`config.mk`:
```
export PLATFORM = sky130hd
export DESIGN_NAME = harmonic_mean_of_ram_means
export DESIGN_NICKNAME = d
export VERILOG_FILES = /design/src/hdl/hmr_pkg.sv /design/src/hdl/hmr_div.sv /design/src/hdl/hmr_fifo.sv /design/src/hdl/hmr_front.sv /design/src/hdl/hmr_back.sv /design/src/hdl/harmonic_mean_of_ram_means.sv
export SDC_FILE = /design/constraint.sdc
export NUM_CORES = 1
export LEC_CHECK = 0
export ABC_CLOCK_PERIOD_IN_PS = 22200
export BUFFER_PORTS_ARGS = -buffer_cell sky130_fd_sc_hd__buf_2
export CAP_MARGIN = 20
export CORE_AREA = 2 2 336 205
export CTS_CLUSTER_DIAMETER = 60
export DETAILED_ROUTE_END_ITERATION = 7
export DIE_AREA = 0 0 338 207
export SLEW_MARGIN = 20
export SYNTH_ARGS = -nofsm -noshare
export SYNTH_HDL_FRONTEND = slang
export SYNTH_HIERARCHICAL = 1
export SYNTH_SLANG_ARGS = --single-unit
export TNS_END_PERCENT = 50
```
`constraint.sdc`:
```
create_clock -name clk -period 22.2 [get_ports clk]
set_input_delay 4.44 -clock clk [delete_from_list [all_inputs] [get_ports clk]]
set_output_delay 4.44 -clock clk [all_outputs]
set_load 0.01 [all_outputs]
```
`src/hdl/hmr_pkg.sv`:
```
package hmr_pkg;

  // Fixed-point format and field widths
  localparam int FRAC_BITS = 16;
  localparam int CNT_W     = 24;
  localparam int SUM_W     = 40;
  localparam int USED_W    = 11;
  localparam int ACC_W     = 64;
  // Dividend width: a count scaled by 2^(2*FRAC_BITS)
  localparam int NUM_W     = CNT_W + 2 * FRAC_BITS;

  // Default depth of the queue between front and back
  localparam int QUEUE_DEPTH_DEF = 2;

  localparam logic [USED_W-1:0] USED_MAX = {USED_W{1'b1}};

  // Result range, signed Q24.16
  localparam logic [SUM_W-1:0] OUT_MAX = {1'b0, {(SUM_W-1){1'b1}}};
  localparam logic [SUM_W-1:0] OUT_MIN = {1'b1, {(SUM_W-1){1'b0}}};

  // Accumulator limits
  localparam logic [ACC_W-1:0] ACC_MAX = {1'b0, {(ACC_W-1){1'b1}}};
  localparam logic [ACC_W-1:0] ACC_MIN = {1'b1, {(ACC_W-1){1'b0}}};

  // Status codes
  localparam logic [1:0] ST_OK    = 2'd0;
  localparam logic [1:0] ST_EMPTY = 2'd1;
  localparam logic [1:0] ST_ZERO  = 2'd2;

  // One classified item as it travels from front to back
  typedef struct packed {
    logic             usable;
    logic             last;
    logic             sneg;
    logic [CNT_W-1:0] count;
    logic [SUM_W-1:0] smag;
  } hmr_item_t;

  // Queue write control from the front
  typedef struct packed {
    logic push;
  } hmr_qin_t;

endpackage

```
`src/hdl/hmr_div.sv`:
```
module hmr_div
  import hmr_pkg::*;
(
  input  logic             clk,
  input  logic             rst,
  input  logic             start,
  input  logic [NUM_W-1:0] num,
  input  logic [ACC_W-1:0] den,
  output logic             busy,
  output logic             done,
  output logic [NUM_W-1:0] quo
);

  localparam int CW = $clog2(NUM_W);

  logic [ACC_W-1:0] rem;
  logic [ACC_W-1:0] dsr;
  logic [CW-1:0]    cnt;
  logic [ACC_W:0]   trial;
  logic             qbit;
  logic [ACC_W-1:0] rem_next;

  // Restoring step: shift in the next dividend bit, subtract if it fits
  always_comb begin
    trial = {rem, quo[NUM_W-1]};
    qbit  = (trial >= {1'b0, dsr});
    if (qbit) begin
      rem_next = ACC_W'(trial - {1'b0, dsr});
    end else begin
      rem_next = trial[ACC_W-1:0];
    end
  end

  // Dividend bits leave the top of quo as quotient bits enter the bottom
  always_ff @(posedge clk) begin
    if (rst) begin
      busy <= 1'b0;
      done <= 1'b0;
      cnt  <= '0;
    end else begin
      done <= 1'b0;
      if (start) begin
        busy <= 1'b1;
        cnt  <= '0;
        rem  <= '0;
        dsr  <= den;
        quo  <= num;
      end else if (busy) begin
        rem <= rem_next;
        quo <= {quo[NUM_W-2:0], qbit};
        cnt <= cnt + 1'b1;
        if (cnt == CW'(NUM_W - 1)) begin
          busy <= 1'b0;
          done <= 1'b1;
        end
      end
    end
  end

endmodule

```
`src/hdl/hmr_fifo.sv`:
```
module hmr_fifo
  import hmr_pkg::*;
#(
  parameter int DEPTH = QUEUE_DEPTH_DEF
) (
  input  logic      clk,
  input  logic      rst,
  input  hmr_qin_t  qin_ctl,
  input  hmr_item_t wr_item,
  output logic      full,
  input  logic      pop,
  output logic      empty,
  output hmr_item_t rd_item
);

  localparam int PW = (DEPTH > 1) ? $clog2(DEPTH) : 1;
  localparam int NW = $clog2(DEPTH + 1);

  hmr_item_t     mem [DEPTH];
  logic [PW-1:0] wptr;
  logic [PW-1:0] rptr;
  logic [NW-1:0] fill;

  assign full    = (fill == NW'(DEPTH));
  assign empty   = (fill == '0);
  assign rd_item = mem[rptr];

  // Entry storage
  always_ff @(posedge clk) begin
    if (qin_ctl.push) begin
      mem[wptr] <= wr_item;
    end
  end

  // Pointers and fill level
  always_ff @(posedge clk) begin
    if (rst) begin
      wptr <= '0;
      rptr <= '0;
      fill <= '0;
    end else begin
      if (qin_ctl.push) begin
        wptr <= (wptr == PW'(DEPTH - 1)) ? '0 : wptr + 1'b1;
      end
      if (pop) begin
        rptr <= (rptr == PW'(DEPTH - 1)) ? '0 : rptr + 1'b1;
      end
      if (qin_ctl.push && !pop) begin
        fill <= fill + 1'b1;
      end else if (pop && !qin_ctl.push) begin
        fill <= fill - 1'b1;
      end
    end
  end

endmodule

```
`src/hdl/hmr_front.sv`:
```
module hmr_front
  import hmr_pkg::*;
(
  input  logic                    start,
  output logic                    busy,
  input  logic        [CNT_W-1:0] hit_count,
  input  logic signed [SUM_W-1:0] target_sum,
  input  logic                    last,
  input  logic                    q_full,
  output hmr_qin_t                qin_ctl,
  output hmr_item_t               item
);

  logic take;

  assign busy = q_full;
  assign take = start && !q_full;

  // Classify: magnitude and sign of the target sum, skip empty entries
  always_comb begin
    item.sneg   = target_sum[SUM_W-1];
    item.smag   = item.sneg ? SUM_W'(~target_sum + 1'b1) : target_sum;
    item.count  = hit_count;
    item.last   = last;
    item.usable = (hit_count != '0) && (target_sum != '0);
  end

  // Skipped entries that do not close an evaluation leave no trace
  always_comb begin
    qin_ctl.push = take && (item.usable || last);
  end

endmodule

```
`src/hdl/hmr_back.sv`:
```
module hmr_back
  import hmr_pkg::*;
(
  input  logic                    clk,
  input  logic                    rst,
  input  logic                    empty,
  input  hmr_item_t               head,
  output logic                    pop,
  output logic                    valid,
  output logic signed [SUM_W-1:0] mean_value,
  output logic        [1:0]       status
);

  localparam logic [1:0] S_IDLE  = 2'd0;
  localparam logic [1:0] S_RDIV  = 2'd1;
  localparam logic [1:0] S_FINAL = 2'd2;
  localparam logic [1:0] S_FDIV  = 2'd3;

  localparam logic [NUM_W-1:0] LIM = NUM_W'(1) << (SUM_W - 1);

  logic [1:0]        state;
  logic [ACC_W-1:0]  acc;
  logic [USED_W-1:0] used;
  logic              cur_last;
  logic              cur_neg;

  logic              div_start;
  logic [NUM_W-1:0]  div_num;
  logic [ACC_W-1:0]  div_den;
  logic              div_busy;
  logic              div_done;
  logic [NUM_W-1:0]  div_quo;

  logic [ACC_W-1:0]  recip;
  logic [ACC_W:0]    acc_sum;
  logic [ACC_W-1:0]  acc_next;
  logic [ACC_W-1:0]  acc_mag;
  logic [NUM_W-1:0]  neg_quo;
  logic [SUM_W-1:0]  res_clamped;

  hmr_div u_div (
    .clk   (clk),
    .rst   (rst),
    .start (div_start),
    .num   (div_num),
    .den   (div_den),
    .busy  (div_busy),
    .done  (div_done),
    .quo   (div_quo)
  );

  // Divider launch: a reciprocal from the queue head, or the final quotient
  always_comb begin
    pop       = (state == S_IDLE) && !empty;
    acc_mag   = acc[ACC_W-1] ? ACC_W'(~acc + 1'b1) : acc;
    div_start = 1'b0;
    div_num   = {head.count, {(2*FRAC_BITS){1'b0}}};
    div_den   = {{(ACC_W-SUM_W){1'b0}}, head.smag};
    if (pop && head.usable) begin
      div_start = 1'b1;
    end else if (state == S_FINAL && used != '0 && acc != '0) begin
      div_start = 1'b1;
      div_num   = {{(CNT_W-USED_W){1'b0}}, used, {(2*FRAC_BITS){1'b0}}};
      div_den   = acc_mag;
    end
  end

  // Signed reciprocal and saturating accumulate
  always_comb begin
    recip   = {{(ACC_W-NUM_W){1'b0}}, div_quo};
    if (cur_neg) begin
      recip = ACC_W'(~recip + 1'b1);
    end
    acc_sum = {acc[ACC_W-1], acc} + {recip[ACC_W-1], recip};
    if (acc_sum[ACC_W] != acc_sum[ACC_W-1]) begin
      acc_next = acc_sum[ACC_W] ? ACC_MIN : ACC_MAX;
    end else begin
      acc_next = acc_sum[ACC_W-1:0];
    end
  end

  // Sign and clamp of the final quotient
  always_comb begin
    neg_quo = NUM_W'(~div_quo + 1'b1);
    if (cur_neg) begin
      res_clamped = (div_quo > LIM) ? OUT_MIN : neg_quo[SUM_W-1:0];
    end else begin
      res_clamped = (div_quo >= LIM) ? OUT_MAX : div_quo[SUM_W-1:0];
    end
  end

  // Sequencer
  always_ff @(posedge clk) begin
    if (rst) begin
      state <= S_IDLE;
      acc   <= '0;
      used  <= '0;
      valid <= 1'b0;
    end else begin
      valid <= 1'b0;
      case (state)
        S_IDLE: begin
          if (pop) begin
            cur_last <= head.last;
            cur_neg  <= head.sneg;
            state    <= head.usable ? S_RDIV : S_FINAL;
          end
        end
        S_RDIV: begin
          if (div_done) begin
            acc   <= acc_next;
            if (used != USED_MAX) begin
              used <= used + 1'b1;
            end
            state <= cur_last ? S_FINAL : S_IDLE;
          end
        end
        S_FINAL: begin
          if (used == '0) begin
            valid      <= 1'b1;
            mean_value <= '0;
            status     <= ST_EMPTY;
            state      <= S_IDLE;
          end else if (acc == '0) begin
            valid      <= 1'b1;
            mean_value <= OUT_MAX;
            status     <= ST_ZERO;
            used       <= '0;
            state      <= S_IDLE;
          end else begin
            cur_neg <= acc[ACC_W-1];
            state   <= S_FDIV;
          end
        end
        S_FDIV: begin
          if (div_done) begin
            valid      <= 1'b1;
            mean_value <= res_clamped;
            status     <= ST_OK;
            acc        <= '0;
            used       <= '0;
            state      <= S_IDLE;
          end
        end
        default: begin
          state <= S_IDLE;
        end
      endcase
    end
  end

`ifndef ASSERT_OFF
  a_div_idle: assert property (@(posedge clk) disable iff (rst)
    div_start |-> !div_busy)
    else $error("divider started while running");

  a_res_src: assert property (@(posedge clk) disable iff (rst)
    valid |-> ($past(state) == S_FINAL || $past(state) == S_FDIV))
    else $error("result outside final phase");

  a_cleared: assert property (@(posedge clk) disable iff (rst)
    valid |-> (acc == '0 && used == '0 && state == S_IDLE))
    else $error("state not cleared after result");

  a_empty_zero: assert property (@(posedge clk) disable iff (rst)
    (valid && status == ST_EMPTY) |-> (mean_value == '0))
    else $error("empty status with nonzero mean");
`endif

endmodule

```
`src/hdl/harmonic_mean_of_ram_means.sv`:
```
// Channel  Handshake          Ports
// -------  -----------------  ---------------------------------
// input    start & !busy      hit_count, target_sum, last
// result   valid (1 cycle)    mean_value, status
//
// A skipped entry (zero count or zero target sum) that is not last is dropped
// at once. A usable entry holds the back end for a 56-step radix-2 division,
// launch and accumulate. With the back end idle, valid follows the last item
// after the final check (no usable entry or zero sum), the final division
// (last item skipped) or its own and the final division (last item usable);
// entries queued ahead add their work. busy is high while the queue is full.
// Reset (rst, synchronous) clears accumulator, count, queue; no result stall.
module harmonic_mean_of_ram_means
  import hmr_pkg::*;
#(
  parameter int QUEUE_DEPTH = QUEUE_DEPTH_DEF
) (
  input  logic                    clk,
  input  logic                    rst,
  input  logic                    start,
  output logic                    busy,
  input  logic        [CNT_W-1:0] hit_count,
  input  logic signed [SUM_W-1:0] target_sum,
  input  logic                    last,
  output logic                    valid,
  output logic signed [SUM_W-1:0] mean_value,
  output logic        [1:0]       status
);

  hmr_qin_t  qin_ctl;
  hmr_item_t wr_item;
  hmr_item_t head;
  logic      q_full;
  logic      q_empty;
  logic      q_pop;

  hmr_front u_front (
    .start      (start),
    .busy       (busy),
    .hit_count  (hit_count),
    .target_sum (target_sum),
    .last       (last),
    .q_full     (q_full),
    .qin_ctl    (qin_ctl),
    .item       (wr_item)
  );

  hmr_fifo #(
    .DEPTH (QUEUE_DEPTH)
  ) u_fifo (
    .clk     (clk),
    .rst     (rst),
    .qin_ctl (qin_ctl),
    .wr_item (wr_item),
    .full    (q_full),
    .pop     (q_pop),
    .empty   (q_empty),
    .rd_item (head)
  );

  hmr_back u_back (
    .clk        (clk),
    .rst        (rst),
    .empty      (q_empty),
    .head       (head),
    .pop        (q_pop),
    .valid      (valid),
    .mean_value (mean_value),
    .status     (status)
  );

endmodule
```
==> results.yml, run 1 <==
setup_path:
  cp_cell_sequence: "or4_4 -> or3_4 -> or2_4 -> or3_4 -> nand2b_4 -> or4_4 -> or4_4 -> nand2b_4 -> o41ai_2 -> xnor2_1 -> ha_1 -> nand2_1 -> or3_1 -> or3_1 -> a211oi_1 -> o21ai_0 -> nand4_1 -> o311a_1 -> buf_4 -> o21ai_0 -> a21oi_1"
  path_buf_inv: 1
  worst-path-max-fanout: 41
  critPathLaunch: "u_back/u_div/quo[8]"
  reg2reg_setup_slack_ns: 14.47
  end_kind: "register"
  worstSetupPathType: "reg -> reg"
  slowest_stage: "o311a_1"
  critPathLaunchType: "register"
  slowest_delay_ns: 0.74
  cp_common_cell: "or4_4"
  cp.required_ns: 22.72
  r2r_cells: 21
  critPathArrivalTime_ns: 8.26
  r2r_start: "u_back/u_div/quo[8]"
  r2r_end: "u_back/acc[1]"
  crit_family: "simple AND/OR/NAND/NOR gates"
power_and_ir_drop:
  switching_share_pct: 42.06
  power.switching_mw: 1.796
  irDropWorstVdd_v: 0.00008399
  power_frac_clock_pct: 18.5
  power_frac_comb_pct: 49.0
  p_per_area_mw_per_mm2: 130.7
  p_int_mw: 2.475
  leakagePower_nw: 12.45
  power_frac_seq_pct: 32.5
timing:
  period_share_pct: 34.82
  setup_viol: 0
  rsz0062_at_grt: "false"
  maxSlewViolCount: 0
  slew_headroom_pct: 20.74
  min_period_ns: 7.731
  fmax_mhz: 129.4
  finClkSkew_ns: 0.03319
  worst_pin_slew_ns: 1.180
  finalSetupTns_ns: 0
  hold_violations: 0
logic_synthesis:
  async_flop_share_pct: 0
  yosys_warnings: 6
  synth-seq-area-share_pct: 42.45
  synth_edf_count: 362
  synthesis.area_mm2: 0.02990
  syn_inst: 3138
  synth.distinct_cells: 89
  synth-seq-cells: 453
  syn_avg_cell_area_um2: 9.527
  synth-main-ff-cell: "edfxtp_1"
drt:
  postRouteAntennaNets: 0
  drt-total-wl_mm: 90.38
  first_pass_iters: 5
  via_per_inst: 5.914
  drc_errors: 0
  drt_iter0_markers: 2750
  wl_per_cell_um: 21.89
  dr_total_vias: 24420
floorplanning:
  dieArea_mm2: 0.06997
  io_pins: 112
  initial_utilization_pct: 44.54
  die_x_um: 338
  core_area_mm2: 0.06713
  placementRows: 74
  die_h_um: 207
global_route:
  grt_pass1_vias: 22430
  met1_usage_pct: 43.25
  met3_usage_pct: 4.718
  gr-total-overflow: 0
  met2_usage_pct: 32.14
  busiest_layer: "met1"
  grt_max_degree: 73
  grt_pass1_wl_mm: 137.4
  antenna_found_initial: 3
  grt.total_usage_pct: 25.43
clock_network:
  cts_setup_buffers: 0
  cts_made_buffers: 48
  cts_root_buf: "clkbuf_16"
  cts-htree-levels: 2
  cts_resized: 0
  cts_tree: "built"
  clockBufferDepth: 3
  insertion_delay_ns: 0.63
  clk_pin_slew_ns: 0.07
  cts-hold-fix-buffers: 0
  cts.sink_count: 453
layout:
  final_cells: 4129
  fin_util_pct: 48.69
  area_delta_synth_final_pct: 9.316
  num_antenna_cells: 0
  drive_gt1_share_pct: 12.40
  final_net_count: 3386
placed_design:
  placed_cells: 4041
  port_buffers: 111
  dp_hpwl_mm: 69.07
  gp_congestion: 0.9923
min_path:
  hold_path.class: "reg -> reg"
  hold_depth: 2
  hold_path_end: "u_back/acc[49]"
  hp-start: "u_back/acc[49]"
flow_run:
  maxCapViolCount: 0
outcome:
  outcome: "finished, final reports clean"
==> registers in the layout (all words and copies together), names as in the netlist, named ones only <==
| signal | count |
|---|---|
| u_back/u_div/rem | 64 |
| u_fifo/fill | 2 |
| u_back/acc | 64 |
| u_back/state | 2 |
| u_back/mean_value | 40 |
| u_back/u_div/quo | 56 |
| u_back/cur_neg | 1 |
| u_back/used | 11 |
| u_back/u_div/done | 1 |
| u_back/u_div/busy | 1 |
| u_fifo/wptr | 1 |
| u_fifo/mem | 134 |
| u_back/cur_last | 1 |
| u_back/u_div/cnt | 6 |
| u_back/status | 2 |
| u_back/u_div/dsr | 64 |
| u_back/valid | 1 |
| u_fifo/rptr | 1 |
==> Yosys cell counts, types with 4 or more instances <==
library cell  instances  area (um^2)
or4_1                22        165.2
o41ai_1              23        201.4
o21bai_1             30        225.2
xnor2_1             158         1384
nor2_1              283         1062
o21ai_0             250         1251
o211ai_1             11        82.58
or2_2                14        87.58
a211oi_1             24        180.2
nor3b_1               4        30.03
buf_4                31        232.7
nor2b_1              29        181.4
edfxtp_1            362        10870
a31oi_1              23        143.9
inv_1               113        424.2
nand2b_1             21        131.4
clkbuf_1            129        484.2
nand3_1              54        270.3
a21oi_1             300         1501
nor4_1               32        200.2
xor2_1              127         1112
nand4_1              54        337.8
o21a_1               15        112.6
or4_4                 5        56.30
or3_1                30        187.7
a22oi_1               6        45.04
o221ai_1              4        35.03
and3_1               18        112.6
ha_1                136         1702
mux2i_1              44        440.4
a21o_1               45        337.8
a22o_1                7        61.31
nand2_1             278         1044
dfxtp_1              91         1822
nand3b_1              4        30.03
a221oi_1              4        35.03
nor3_1               53        265.3
mux2_4               30        450.4
mux2_2               93         1047
buf_2                13        65.06
buf_6                 7        78.83
a21boi_0              5        37.54
o22ai_1               4        25.02
o31ai_1              53        397.9
and2_1               18        112.6
==> stage by stage <==
step                setup WS [ns]  power (mW)  hold slack (ns)  instance area (um^2)
floorplan                   12.20       2.952           0.4537                 30010
global placement            14.39       3.413           0.4623                 31150
detailed placement          14.33       3.448           0.4982                 31160
CTS                         14.56       4.255           0.5074                 32660
global route                14.19       4.558           0.5286                 32680
finish                      14.47       4.271           0.5044                 32680
==> logic make-up after synthesis <==
logic type,after synthesis,synth area share (%)
AO/OA/AOI/OAI,855,17.45
multiplexers,167,6.483
flip-flops,453,42.45
AND/OR/NAND/NOR,944,15.10
XOR/XNOR,285,8.349
buffers and inverters,295,4.323
other,1,0.01254
adder cells (fa/ha/maj),138,5.826
==> how the worst max path moves through the flow <==
stage,end,slack [ns],depth (start not counted)
final,u_back/acc[1],14.47,21
after detailed placement,u_fifo/mem[1][31],14.33,8
after global placement,u_fifo/mem[1][28],14.39,8
after global routing,u_back/acc[19],14.19,20
after floorplan,u_back/u_div/quo[0],12.20,1
after CTS,u_back/acc[27],14.56,21
==> metal layers <==
| metal | vias up | wire length, um |
|---|---|---|
| met5 | - | 0 |
| met4 | 0 | 1591 |
| met3 | 101 | 8079 |
| met2 | 975 | 33480 |
| met1 | 11800 | 47230 |
| li1 | 11540 | - |
==> power by group through the flow <==
stage | sequential [mW] | clock (mW) | combinational (mW)
5_1_grt | 1.41 | 0.843 | 2.30
3_5_place_dp | 1.40 | 0 | 2.05
3_3_place_gp | 1.39 | 0 | 2.02
2_1_floorplan | 1.35 | 0 | 1.61
4_1_cts | 1.39 | 0.809 | 2.06
6_report | 1.39 | 0.791 | 2.09
==> worst reg2reg max path, cell delays in order (launching register included) <==
cell      delay (ns)
edfxtp_1        0.47
or4_4           0.57
or3_4           0.39
or2_4           0.28
or3_4           0.36
nand2b_4        0.18
or4_4           0.53
or4_4           0.56
nand2b_4        0.19
o41ai_2         0.32
xnor2_1         0.20
ha_1            0.42
nand2_1         0.14
or3_1           0.44
or3_1           0.41
a211oi_1        0.25
o21ai_0         0.17
nand4_1         0.12
o311a_1         0.74
buf_4           0.54
o21ai_0         0.19
a21oi_1         0.17
==> placed cells by master, fill, tap and decap left out, types with 8 or more instances in the layout <==
| master | count |
|---|---|
| xor2_1 | 126 |
| a31oi_1 | 22 |
| o41ai_1 | 22 |
| xnor2_1 | 158 |
| a21o_1 | 45 |
| buf_4 | 31 |
| nor3_1 | 53 |
| or4_1 | 22 |
| o21ai_0 | 250 |
| dfxtp_1 | 89 |
| a21oi_1 | 300 |
| or2_2 | 14 |
| and2_1 | 16 |
| and3_1 | 18 |
| o31ai_1 | 53 |
| nand4_1 | 54 |
| o211ai_1 | 11 |
| nor2_1 | 281 |
| buf_2 | 111 |
| clkinv_2 | 8 |
| nor2b_1 | 28 |
| ha_1 | 136 |
| o21a_1 | 15 |
| mux2_2 | 93 |
| a211oi_1 | 24 |
| mux2_4 | 30 |
| clkbuf_1 | 14 |
| inv_1 | 113 |
| conb_1 | 32 |
| clkbuf_16 | 48 |
| nor4_1 | 31 |
| mux2i_1 | 44 |
| o21bai_1 | 29 |
| or3_1 | 30 |
| nand3_1 | 54 |
| nand2b_1 | 21 |
| nand2_1 | 275 |
| edfxtp_1 | 362 |
==> layout make-up <==
| cell class | count | area [um^2] |
|---|---|---|
| Timing Repair Buffer | 142 | 788.3 |
| Inverter | 114 | 427.9 |
| Clock buffer | 65 | 1295 |
| Sequential cell | 453 | 12700 |
| Tap cell | 912 | 1141 |
| Multi-Input combinational cell | 2421 | 16130 |
| Fill cell | 6234 | 34450 |
| Clock inverter | 22 | 206.4 |
Note: power is estimated with default switching activity, not from simulation.
==> run 2, diff against run 1 <==
--- a/config.mk
+++ b/config.mk
@@ -5,7 +5,7 @@
 export SDC_FILE = /design/constraint.sdc
 export NUM_CORES = 1
 export LEC_CHECK = 0
-export ABC_CLOCK_PERIOD_IN_PS = 22200
+export ABC_CLOCK_PERIOD_IN_PS = 7700
 export BUFFER_PORTS_ARGS = -buffer_cell sky130_fd_sc_hd__buf_2
 export CAP_MARGIN = 20
 export CORE_AREA = 2 2 336 205
==> constraint.sdc (replaced) <==
create_clock -name clk -period 7.7 [get_ports clk]
set_input_delay 1.54 -clock clk [delete_from_list [all_inputs] [get_ports clk]]
set_output_delay 1.54 -clock clk [all_outputs]
set_load 0.01 [all_outputs]
==> run 2 against run 1 <==
Effect of this change:
- sequential share of layout area is 0.14 points lower
- final area is 0.36% higher
- setup slack worse by 14 ns
- first-iteration DRC count is 10% higher
- register-to-register slack worse by 14 ns
- hold slack better by 0.027 ns
- clock-buffer cell count is 4 lower
- clock skew is 0.013 ns lower
- clock power grew to 3.0 times the previous value
- flip-flop and latch count stayed put
- combinational power grew to 2.9 times the previous value
- critical path type unchanged
- largest cell class unchanged
==> results.yml, run 2 (synthesis gave the netlist of run 1 again) <==
outcome:
  outcome: "finished, final reports clean"
layout:
  seq_area_mm2: 0.01270
  top_register: "u_fifo/mem"
  final_cell_mix: "edfxtp_1 (362), a21oi_1 (300), nor2_1 (281)"
  drive_gt1_share_pct: 12.51
  finalInstanceArea_mm2: 0.03280
  final_net_count: 3387
  fill_cells: 6207
  largest_reg_flops: 134
  final_cells: 4133
  area_delta_synth_final_pct: 9.710
  multi_input_area_mm2: 0.01613
  final_common_cell: "edfxtp_1"
  num_antenna_cells: 0
setup_path:
  reg2reg_setup_slack_ns: 0.48
  end_kind: "register"
  r2r_cells: 20
  worst-path-max-fanout: 24
  critPathLaunchType: "register"
  cp.required_ns: 8.23
  critPathArrivalTime_ns: 7.75
  worstSetupPathType: "reg -> reg"
  r2r_start: "u_back/u_div/quo[8]"
  r2r_end: "u_back/acc[1]"
floorplanning:
  initial_utilization_pct: 44.54
  dieArea_mm2: 0.06997
  core_area_mm2: 0.06713
  placementRows: 74
  io_pins: 112
  die_x_um: 338
  die_h_um: 207
power_and_ir_drop:
  p_per_area_mw_per_mm2: 381.0
  power_mw: 12.50
  irDropWorstVdd_v: 0.0001859
  leakagePower_nw: 12.50
drt:
  drc_errors: 0
  drt-total-wl_mm: 92.54
  via_per_inst: 5.988
  dr_total_vias: 24750
  drt_iter0_markers: 3030
  postRouteAntennaNets: 0
  first_pass_iters: 6
  wl_per_cell_um: 22.39
placed_design:
  port_buffers: 111
  placed_cells: 4043
  dp_hpwl_mm: 71.12
  place_ws_ns: 0.5931
  place_area_mm2: 0.03119
  gp_congestion: 0.9946
timing:
  min_period_ns: 7.216
  rsz0062_at_grt: "false"
  finClkSkew_ns: 0.02026
  worst_slack_ns: 0.4845
  maxSlewViolCount: 0
  hold_violations: 0
  worst_pin_slew_ns: 1.188
  fmax_mhz: 138.6
  finalSetupTns_ns: 0
  period_share_pct: 93.71
  setup_viol: 0
  slew_headroom_pct: 20.48
global_route:
  grt_max_degree: 76
  grt_pass1_wl_mm: 140.5
  grt.total_usage_pct: 25.98
  antenna_found_initial: 5
  gr-total-overflow: 0
  grt_pass1_vias: 22930
clock_network:
  cts_setup_buffers: 0
  cts_made_buffers: 48
  insertion_delay_ns: 0.62
  cts_root_buf: "clkbuf_16"
  cts_resized: 0
  cts_tree: "built"
  clk_pin_slew_ns: 0.07
  cts.sink_count: 453
  cts-hold-fix-buffers: 0
  clockBufferDepth: 3
  cts-htree-levels: 2
min_path:
  hold_path_end: "u_back/acc[59]"
  hold_path.class: "reg -> reg"
  hold_depth: 2
  hp-start: "u_back/acc[59]"
flow_run:
  maxCapViolCount: 0
run 2: cell types whose count changed in the layout (fill, tap and decap cells not counted), sizes merged:
cell / delta
bufinv: +2
clkbuf: -4
clkinv: +5
buf: +1
run 2: worst max-delay path by stage:
stage,from,cells past startpoint,end,slack (ns)
3_5_place_dp,u_back/u_div/quo[8],20,u_back/acc[1],0.59
2_1_floorplan,u_back/acc[13],16,u_back/u_div/quo[0],1.27
4_1_cts,u_back/u_div/quo[8],20,u_back/acc[1],0.55
3_3_place_gp,u_back/u_div/quo[8],20,u_back/acc[50],0.76
5_1_grt,u_back/u_div/quo[8],20,u_back/acc[23],0.18
6_report,u_back/u_div/quo[8],20,u_back/acc[1],0.48
run 2: routing by layer:
metal	vias up	track usage [%]	share of wire, %
met5	-	0	0.025
met4	4	4.935	1.5
met3	96	5.748	10
met2	1133	32.89	37
met1	11970	43.60	51
li1	11540	-	-
run 2: critical path: stages, from the launching register on:
cell and delay (ns):
edfxtp_1 0.48, or4_4 0.58, or3_4 0.38, or2_4 0.28, or3_4 0.36, nand2b_4 0.19, or4_4 0.52, or4_4 0.55
o41ai_1 0.36, xnor2_1 0.13, ha_1 0.43, inv_1 0.11, or4_1 0.64, or3_1 0.42, a21oi_1 0.16, a21oi_1 0.07
o31ai_1 0.51, xor2_4 0.33, buf_4 0.31, o21ai_0 0.12, a21oi_1 0.18
run 2: metrics by stage:
stage                     utilization (%)  hold slack [ns]
after floorplan                         -           0.4537
after global placement              46.46           0.4616
after detailed placement            46.46           0.5233
after CTS                           48.84           0.5312
after global routing                48.86           0.5525
final                               48.86           0.5319
run 2: power by group:
group	internal (mW)	switching [mW]	total, mW
logic	2.35	3.77	6.12
registers	3.55	0.445	4.00
clock network	1.33	1.05	2.38
run 2: cell type report:
| class | instances | share of cell area, % |
|---|---|---|
| Clock buffer | 61 | 4.002 |
| Clock inverter | 29 | 0.8621 |
| Inverter | 114 | 1.305 |
| Timing Repair Buffer | 143 | 2.476 |
| Sequential cell | 453 | 38.71 |
| Tap cell | 912 | 3.479 |
| Multi-Input combinational cell | 2421 | 49.16 |
